===== src/sv/tesf_pkg.sv =====
// Shared types, character constants and result sequencing for the terminal escape filter.
// No dependencies; every other file imports this package.
package tesf_pkg;

  localparam int unsigned TESF_QUEUE_DEPTH = 2;
  localparam int unsigned STEP_W           = 3;
  localparam int unsigned CFG_INDEX_W      = 3;
  localparam int unsigned CFG_DATA_W       = 8;

  localparam logic [7:0] CH_DOT   = 8'h2E;
  localparam logic [7:0] CH_CR    = 8'h0D;
  localparam logic [7:0] CH_LF    = 8'h0A;
  localparam logic [6:0] CH_DEL   = 7'h7F;
  localparam logic [7:0] CH_CARET = 8'h5E;
  localparam logic [7:0] CH_AT    = 8'h40;
  localparam logic [7:0] CH_QMARK = 8'h3F;
  localparam logic [6:0] CH_SPACE = 7'h20;

  typedef enum logic [2:0] {
    REG_ESCAPE_CHAR  = 3'd0,
    REG_ESCAPE_EN    = 3'd1,
    REG_EOF_CHAR     = 3'd2,
    REG_INTR_CHAR    = 3'd3,
    REG_KILL_CHAR    = 3'd4,
    REG_SUSP_CHAR    = 3'd5,
    REG_DSUSP_CHAR   = 3'd6
  } reg_idx_t;

  typedef enum logic [1:0] {
    ACT_NONE  = 2'd0,
    ACT_TERM  = 2'd1,
    ACT_SUSP  = 2'd2,
    ACT_DSUSP = 2'd3
  } action_t;

  typedef enum logic [1:0] {
    CMD_FWD     = 2'd0,
    CMD_FWD_ESC = 2'd1,
    CMD_ECHO    = 2'd2
  } cmd_kind_t;

  typedef struct packed {
    cmd_kind_t  kind;
    logic [7:0] key;
    logic [7:0] esc;
    action_t    act;
  } cmd_t;

  typedef struct packed {
    logic       to_local;
    logic [7:0] data;
    action_t    act;
    logic       last;
  } res_t;

  // Result number step of the burst that one command expands into.
  function automatic res_t res_at(cmd_t cmd, logic [STEP_W-1:0] step);
    res_t       r;
    logic [6:0] c7;
    logic       caret;
    c7    = cmd.key[6:0];
    caret = (c7 < CH_SPACE) || (c7 == CH_DEL);
    r     = '{to_local: 1'b0, data: cmd.key, act: ACT_NONE, last: 1'b0};
    case (cmd.kind)
      CMD_FWD: begin
        r.last = 1'b1;
      end
      CMD_FWD_ESC: begin
        if (step == '0) begin
          r.data = cmd.esc;
        end else begin
          r.last = 1'b1;
        end
      end
      CMD_ECHO: begin
        r.to_local = 1'b1;
        case (step)
          3'd0: r.data = cmd.esc;
          3'd1: r.data = caret ? CH_CARET : {1'b0, c7};
          3'd2: begin
            if (!caret) begin
              r.data = CH_CR;
            end else if (c7 == CH_DEL) begin
              r.data = CH_QMARK;
            end else begin
              r.data = {1'b0, c7} + CH_AT;
            end
          end
          3'd3: begin
            if (caret) begin
              r.data = CH_CR;
            end else begin
              r.data = CH_LF;
              r.last = 1'b1;
            end
          end
          default: begin
            r.data = CH_LF;
            r.last = 1'b1;
          end
        endcase
        if (r.last) begin
          r.act = cmd.act;
        end
      end
      default: begin
        r.last = 1'b1;
      end
    endcase
    return r;
  endfunction

endpackage


===== src/sv/tesf_front.sv =====
// Front end: configuration registers, line-start and escape tracking, command classification.
// Depends on tesf_pkg; pushes one command per accepted byte that causes results.
module tesf_front import tesf_pkg::*; (
  input  logic                   clk,
  input  logic                   rst_n,
  input  logic                   cfg_we,
  input  logic [CFG_INDEX_W-1:0] cfg_index,
  input  logic [CFG_DATA_W-1:0]  cfg_wdata,
  input  logic                   accept,
  input  logic [7:0]             key_byte,
  output logic                   push,
  output cmd_t                   cmd
);

  logic [7:0] esc_r, eof_r, intr_r, kill_r, susp_r, dsusp_r;
  logic       esc_en_r;
  logic       line_start_r, line_start_nxt;
  logic       pending_r, pending_nxt;
  logic       halted_r, halted_nxt;
  logic       ends_line;

  always_ff @(posedge clk) begin
    if (!rst_n) begin
      esc_r    <= 8'd126;
      esc_en_r <= 1'b1;
      eof_r    <= 8'd4;
      intr_r   <= 8'd3;
      kill_r   <= 8'd21;
      susp_r   <= 8'd26;
      dsusp_r  <= 8'd25;
    end else if (cfg_we) begin
      case (reg_idx_t'(cfg_index))
        REG_ESCAPE_CHAR: esc_r    <= cfg_wdata;
        REG_ESCAPE_EN:   esc_en_r <= cfg_wdata[0];
        REG_EOF_CHAR:    eof_r    <= cfg_wdata;
        REG_INTR_CHAR:   intr_r   <= cfg_wdata;
        REG_KILL_CHAR:   kill_r   <= cfg_wdata;
        REG_SUSP_CHAR:   susp_r   <= cfg_wdata;
        REG_DSUSP_CHAR:  dsusp_r  <= cfg_wdata;
        default: ;
      endcase
    end
  end

  assign ends_line = (key_byte == kill_r) || (key_byte == eof_r) || (key_byte == intr_r) ||
                     (key_byte == susp_r) || (key_byte == CH_CR) || (key_byte == CH_LF);

  always_comb begin
    line_start_nxt = line_start_r;
    pending_nxt    = pending_r;
    halted_nxt     = halted_r;
    push           = 1'b0;
    cmd            = '{kind: CMD_FWD, key: key_byte, esc: esc_r, act: ACT_NONE};
    if (accept && !halted_r) begin
      push           = 1'b1;
      line_start_nxt = ends_line;
      if (line_start_r) begin
        if (esc_en_r && key_byte == esc_r) begin
          line_start_nxt = 1'b0;
          pending_nxt    = 1'b1;
          push           = 1'b0;
        end
      end else if (pending_r) begin
        pending_nxt = 1'b0;
        if (key_byte == CH_DOT || key_byte == eof_r) begin
          cmd.kind   = CMD_ECHO;
          cmd.act    = ACT_TERM;
          halted_nxt = 1'b1;
        end else if (key_byte == susp_r || key_byte == dsusp_r) begin
          cmd.kind       = CMD_ECHO;
          cmd.act        = (key_byte == susp_r) ? ACT_SUSP : ACT_DSUSP;
          line_start_nxt = 1'b1;
        end else if (key_byte != esc_r) begin
          cmd.kind = CMD_FWD_ESC;
        end
      end
    end
  end

  always_ff @(posedge clk) begin
    if (!rst_n) begin
      line_start_r <= 1'b1;
      pending_r    <= 1'b0;
      halted_r     <= 1'b0;
    end else begin
      line_start_r <= line_start_nxt;
      pending_r    <= pending_nxt;
      halted_r     <= halted_nxt;
    end
  end

  a_halted_silent: assert property (@(posedge clk) disable iff (!rst_n)
    halted_r |-> !push) else $error("command pushed after terminate");

  a_pending_not_line_start: assert property (@(posedge clk) disable iff (!rst_n)
    pending_r |-> !line_start_r) else $error("escape pending at line start");

endmodule


===== src/sv/tesf_queue.sv =====
// Short command queue between front and back end, held in flip-flops.
// Depends on tesf_pkg for the command type.
module tesf_queue import tesf_pkg::*; #(
  parameter int unsigned DEPTH = TESF_QUEUE_DEPTH
) (
  input  logic clk,
  input  logic rst_n,
  input  logic push,
  input  cmd_t push_cmd,
  input  logic pop,
  output cmd_t head,
  output logic empty,
  output logic full
);

  localparam int unsigned PTR_W = (DEPTH > 1) ? $clog2(DEPTH) : 1;
  localparam int unsigned CNT_W = $clog2(DEPTH + 1);
  localparam logic [PTR_W-1:0] PTR_LAST = PTR_W'(DEPTH - 1);
  localparam logic [CNT_W-1:0] CNT_FULL = CNT_W'(DEPTH);

  cmd_t             mem_r [DEPTH];
  logic [PTR_W-1:0] wr_ptr_r, wr_ptr_nxt;
  logic [PTR_W-1:0] rd_ptr_r, rd_ptr_nxt;
  logic [CNT_W-1:0] count_r, count_nxt;

  assign empty = (count_r == '0);
  assign full  = (count_r == CNT_FULL);
  assign head  = mem_r[rd_ptr_r];

  always_comb begin
    wr_ptr_nxt = wr_ptr_r;
    rd_ptr_nxt = rd_ptr_r;
    count_nxt  = count_r;
    if (push) begin
      wr_ptr_nxt = (wr_ptr_r == PTR_LAST) ? '0 : wr_ptr_r + 1'b1;
    end
    if (pop) begin
      rd_ptr_nxt = (rd_ptr_r == PTR_LAST) ? '0 : rd_ptr_r + 1'b1;
    end
    if (push && !pop) begin
      count_nxt = count_r + 1'b1;
    end else if (pop && !push) begin
      count_nxt = count_r - 1'b1;
    end
  end

  always_ff @(posedge clk) begin
    if (push) begin
      mem_r[wr_ptr_r] <= push_cmd;
    end
  end

  always_ff @(posedge clk) begin
    if (!rst_n) begin
      wr_ptr_r <= '0;
      rd_ptr_r <= '0;
      count_r  <= '0;
    end else begin
      wr_ptr_r <= wr_ptr_nxt;
      rd_ptr_r <= rd_ptr_nxt;
      count_r  <= count_nxt;
    end
  end

  a_count_bound: assert property (@(posedge clk) disable iff (!rst_n)
    count_r <= CNT_FULL) else $error("queue count beyond depth");

endmodule


===== src/sv/tesf_back.sv =====
// Back end: expands the queue head into its result burst, one result per cycle
// while the output register is free, into that register. Depends on tesf_pkg.
module tesf_back import tesf_pkg::*; (
  input  logic clk,
  input  logic rst_n,
  input  cmd_t head,
  input  logic q_empty,
  output logic q_pop,
  input  logic out_pop,
  output logic out_empty,
  output res_t out_res
);

  logic [STEP_W-1:0] step_r, step_nxt;
  logic              out_valid_r, out_valid_nxt;
  res_t              out_r;
  res_t              cur;
  logic              load;

  assign cur  = res_at(head, step_r);
  assign load = !q_empty && (!out_valid_r || out_pop);
  assign q_pop = load && cur.last;

  always_comb begin
    step_nxt      = step_r;
    out_valid_nxt = out_valid_r && !out_pop;
    if (load) begin
      out_valid_nxt = 1'b1;
      step_nxt      = cur.last ? '0 : step_r + 1'b1;
    end
  end

  always_ff @(posedge clk) begin
    if (load) begin
      out_r <= cur;
    end
  end

  always_ff @(posedge clk) begin
    if (!rst_n) begin
      step_r      <= '0;
      out_valid_r <= 1'b0;
    end else begin
      step_r      <= step_nxt;
      out_valid_r <= out_valid_nxt;
    end
  end

  assign out_empty = !out_valid_r;
  assign out_res   = out_r;

  a_burst_has_head: assert property (@(posedge clk) disable iff (!rst_n)
    (step_r != '0) |-> !q_empty) else $error("burst in progress with empty queue");

  a_pop_nonempty: assert property (@(posedge clk) disable iff (!rst_n)
    q_pop |-> !q_empty) else $error("queue popped while empty");

endmodule


===== src/sv/terminal_escape_sequence_filter.sv =====
// Terminal escape filter, top level: connects front end, command queue and back end.
// Depends on tesf_pkg, tesf_front, tesf_queue and tesf_back.
// A keyboard byte is accepted every cycle while full is low; a byte yields one to five
// result items, and the back end delivers one result item per cycle while its output
// register is empty or popped, so plain forwarded bytes stream at one item per cycle,
// while a byte with two results or a local command echo holds the back end per result.
// A byte is classified and written into the queue at the accepting edge, and the
// output register takes its first result from the queue head once it is free. A held
// escape byte and every byte after a terminate give no result.
module terminal_escape_sequence_filter import tesf_pkg::*; #(
  parameter int unsigned QUEUE_DEPTH = TESF_QUEUE_DEPTH
) (
  input  logic                   clk,
  input  logic                   rst_n,
  input  logic                   cfg_we,
  input  logic [CFG_INDEX_W-1:0] cfg_index,
  input  logic [CFG_DATA_W-1:0]  cfg_wdata,
  input  logic                   push,
  output logic                   full,
  input  logic [7:0]             in_key_byte,
  output logic                   empty,
  input  logic                   pop,
  output logic                   out_to_local,
  output logic [7:0]             out_out_byte,
  output logic [1:0]             out_action,
  output logic                   out_last
);

  logic accept;
  logic q_push, q_pop, q_empty, q_full;
  cmd_t front_cmd, head;
  res_t res;

  assign full   = q_full;
  assign accept = push && !q_full;

  tesf_front u_front (
    .clk       (clk),
    .rst_n     (rst_n),
    .cfg_we    (cfg_we),
    .cfg_index (cfg_index),
    .cfg_wdata (cfg_wdata),
    .accept    (accept),
    .key_byte  (in_key_byte),
    .push      (q_push),
    .cmd       (front_cmd)
  );

  tesf_queue #(
    .DEPTH (QUEUE_DEPTH)
  ) u_queue (
    .clk      (clk),
    .rst_n    (rst_n),
    .push     (q_push),
    .push_cmd (front_cmd),
    .pop      (q_pop),
    .head     (head),
    .empty    (q_empty),
    .full     (q_full)
  );

  tesf_back u_back (
    .clk       (clk),
    .rst_n     (rst_n),
    .head      (head),
    .q_empty   (q_empty),
    .q_pop     (q_pop),
    .out_pop   (pop),
    .out_empty (empty),
    .out_res   (res)
  );

  assign out_to_local = res.to_local;
  assign out_out_byte = res.data;
  assign out_action   = 2'(res.act);
  assign out_last     = res.last;

endmodule

===== config.mk =====
export PLATFORM = sky130hd
export DESIGN_NAME = terminal_escape_sequence_filter
export DESIGN_NICKNAME = d
export VERILOG_FILES = /design/src/sv/tesf_pkg.sv /design/src/sv/tesf_front.sv /design/src/sv/tesf_queue.sv /design/src/sv/tesf_back.sv /design/src/sv/terminal_escape_sequence_filter.sv
export SDC_FILE = /design/constraint.sdc
export NUM_CORES = 1
export LEC_CHECK = 0
export BUFFER_PORTS_ARGS = -buffer_cell sky130_fd_sc_hd__clkbuf_2
export CAP_MARGIN = 10
export CELL_PAD_IN_SITES_DETAIL_PLACEMENT = 2
export CELL_PAD_IN_SITES_GLOBAL_PLACEMENT = 2
export CORE_UTILIZATION = 33
export DETAILED_ROUTE_END_ITERATION = 12
export GPL_ROUTABILITY_DRIVEN = 0
export PLACE_DENSITY = 0.79
export SYNTH_ARGS = -nofsm -noshare
export SYNTH_HDL_FRONTEND = slang
export SYNTH_SLANG_ARGS = --single-unit

===== constraint.sdc =====
create_clock -name clk -period 2.95 [get_ports clk]
set_clock_uncertainty 0.1 [all_clocks]
set_input_delay 0.4425 -clock clk [delete_from_list [all_inputs] [get_ports clk]]
set_output_delay 0.4425 -clock clk [all_outputs]
set_load 0.03 [all_outputs]

==> results.sh <==
export IMPL_status="complete, no violations"
export IMPL_wl_per_cell_um=20.0
export IMPL_cts_resized_gates=0
export IMPL_layout_nets=617
export IMPL_utilization=0.406
export IMPL_synthCells=539
export IMPL_gr_total_overflow=0
export IMPL_grt_pass1_vias=4632
export IMPL_htreeDepth=4
export IMPL_cts_buffers=17
export IMPL_cap_violations=0
export IMPL_path_clk_slew_ns=0.05
export IMPL_drtIter0Drc=169
export IMPL_grt_max_degree=47
export IMPL_postSynthNetCount=571
export IMPL_period_share=0.944
export IMPL_clock_latency_ns=0.42
export IMPL_synth_async_reset_ratio=0
export IMPL_row_count=46
export IMPL_cp_start_kind="register"
export IMPL_avgSynthCellArea_um2=10.1
export IMPL_yosysWarnings=0
export IMPL_die_x_um=131
export IMPL_worstPathCellList="mux2i_1, ha_1, a21oi_4, nand2_1, nand2_1, a31oi_4, inv_1, ha_1, or3_1, a21boi_0"
export IMPL_slew_violations=0
export IMPL_grtUsageTotal=0.207
export IMPL_dieArea_um2=17100
export IMPL_total_power_mw=5.61
export IMPL_cp_end_kind="register"
export IMPL_path_class="reg -> reg"
export IMPL_yosys_register_bits=113
export IMPL_synth_ff_type="dfxtp_1"
export IMPL_rsz0062_at_grt="false"
export IMPL_yosysUniqueCellTypes=60
export IMPL_slowest_delay_ns=0.42
export IMPL_slew_headroom=0.354
export IMPL_drc=0
export IMPL_synth_area_um2=5460
export IMPL_crit_family="adder cells"
export IMPL_ant_nets=0
export IMPL_design_core_area_um2=16000
export IMPL_ctsHoldBuffers=0
export IMPL_vdd_drop_max_mv=0.399
export IMPL_timing_fmax_mhz=359
export IMPL_dp_hpwl_um=11500
export IMPL_drive_gt1_frac=0.171
export IMPL_port_buffers=37
export IMPL_finalHoldViolCount=0
export IMPL_powerDensity_nw_per_um2=863
export IMPL_fillers=1742
export IMPL_io_pins=38
export IMPL_worstPathArrival_ns=3.03
export IMPL_antenna_found_initial=0
export IMPL_synth_edf_count=52
export IMPL_insertedDiodeCount=0
export IMPL_leakagePower_nw=2.34
export IMPL_drt_vias_per_instance=5.14
export IMPL_ff2ff_setup_slack_ns=0.16
export IMPL_fin_cells=814
export IMPL_cts_sinks=113
export IMPL_dr_pass1_iters=4
export IMPL_worstPathMaxFanout=8
export IMPL_seq_area_um2=2780
export IMPL_finalCriticalPeriod_ns=2.79
export IMPL_clockBufferDepth=2
export IMPL_grt_pass1_wl_um=25500
export IMPL_syn2layout_area_growth_pct=19.1
export IMPL_dpl_cell_count=782
export IMPL_setup_viol=0
export IMPL_cp_required_ns=3.19
export IMPL_crit_buf_inv=1
export IMPL_root_buffer="clkbuf_16"
export IMPL_drt_total_wl_um=16300
export IMPL_start_util=0.341
export IMPL_tritoncts="built"
export IMPL_die_h_um=131
export IMPL_max_slew_worst_pin_slew_ns=0.969
export IMPL_synth_seq_area_share=0.510
export IMPL_hold_class="in -> reg"
export IMPL_critPathSlowestCell="ha_1"
export IMPL_vias=4180
export IMPL_tns_ns=0
export IMPL_multi_input_area_um2=2510
export IMPL_cts_setup_buffers=0
==> synth_stat cells (9+ instances only) <==
cell type / instances / share of area
o22ai_1: 11 / 0.013
nand4_1: 13 / 0.015
inv_1: 12 / 0.0083
nand2_1: 110 / 0.076
dfxtp_1: 61 / 0.22
mux2i_1: 20 / 0.037
xor2_1: 9 / 0.014
o21ai_0: 10 / 0.0092
nand3_1: 21 / 0.019
clkbuf_1: 13 / 0.0089
nor2b_1: 11 / 0.013
nor2_1: 20 / 0.014
a21oi_1: 12 / 0.011
buf_4: 9 / 0.012
a21boi_0: 31 / 0.043
edfxtp_1: 52 / 0.29
xnor2_1: 41 / 0.066
==> sequential cells by signal, summed over array words and instances, names as in the netlist, 2 cells and up, named ones only <==
| name | count |
|---|---|
| u_queue.mem_r | 40 |
| u_front.dsusp_r | 8 |
| u_front.esc_r | 8 |
| u_front.eof_r | 8 |
| u_front.kill_r | 8 |
| u_back.step_r | 3 |
| u_front.susp_r | 8 |
| u_front.intr_r | 8 |
| u_back.out_res | 12 |
| u_queue.count_r | 2 |
==> logic make-up (layout without fill, tap and decap cells) <==
group,after synthesis,count (layout),share of synthesized area
compound gates,98,98,0.134
buf+inv,37,96,0.0335
simple gates,211,211,0.183
flops,113,113,0.510
mux,22,22,0.0408
fa+ha+maj,8,8,0.0183
xor+xnor,50,50,0.0803
==> metal layers <==
layer	up-vias	track usage	routed length (um)
li1	2002	-	-
met1	2079	0.225	6620
met2	68	0.388	8870
met3	31	0.0468	422
met4	0	0.0798	346
met5	-	0	0
==> power by group <==
group          leakage [nW]  switching, mW  total (mW)  internal (mW)
Clock                 0.299          0.723        2.05           1.33
Combinational          1.07           1.02        1.56          0.538
Sequential            0.968         0.0958        2.00           1.91
==> worst register-to-register path: stages, from the launching register on <==
cell      delay [ns]
dfxtp_1         0.39
mux2i_1         0.27
ha_1            0.42
a21oi_4         0.17
nand2_1         0.10
nand2_1         0.12
a31oi_4         0.24
inv_1           0.08
ha_1            0.32
or3_1           0.35
a21boi_0        0.17
==> metrics by stage <==
stage               area [um^2]  setup slack [ns]  hold slack, ns
floorplan                  5480            0.0107           0.342
global placement           5910             0.429           0.353
detailed placement         5910             0.228           0.369
CTS                        6500             0.137           0.229
global route               6500           0.00405           0.240
finish                     6500             0.164           0.237
==> cell usage in the layout, fill, tap and decap left out, types with 4 or more instances in the layout <==
cell and count:
clkbuf_16 18, mux2i_1 20, a21boi_0 31, o21ai_0 10, nor2_1 20, nand3_1 21
nand2_1 110, clkbuf_2 37, nand4_1 13, o211ai_1 4, clkinv_2 6, xor2_1 9
a21oi_1 11, xnor2_1 41, nand2b_1 6, dfxtp_1 61, inv_1 12, edfxtp_1 52
o22ai_1 11, nor2b_1 11, ha_1 8, nor3_1 6, buf_4 15
==> path summary, 6_finish.rpt <==
check / from / to / cells past startpoint
hold reg to reg: u_front.halted_r / u_front.halted_r / 1
hold / removal: cfg_wdata[0] / u_front.eof_r[0] / 3
setup / recovery: register / u_queue.count_r[1] / 10
setup reg to reg: register / u_queue.count_r[1] / 10
==> cell type report <==
| type | count | share of cell area |
|---|---|---|
| clock inverter | 10 | 0.0162 |
| multi-input combinational | 389 | 0.386 |
| tap | 216 | 0.0416 |
| timing repair buffer | 52 | 0.0458 |
| inverter | 12 | 0.00693 |
| sequential | 113 | 0.428 |
| clock buffer | 22 | 0.0747 |
Power figures use the tool's default switching activity.
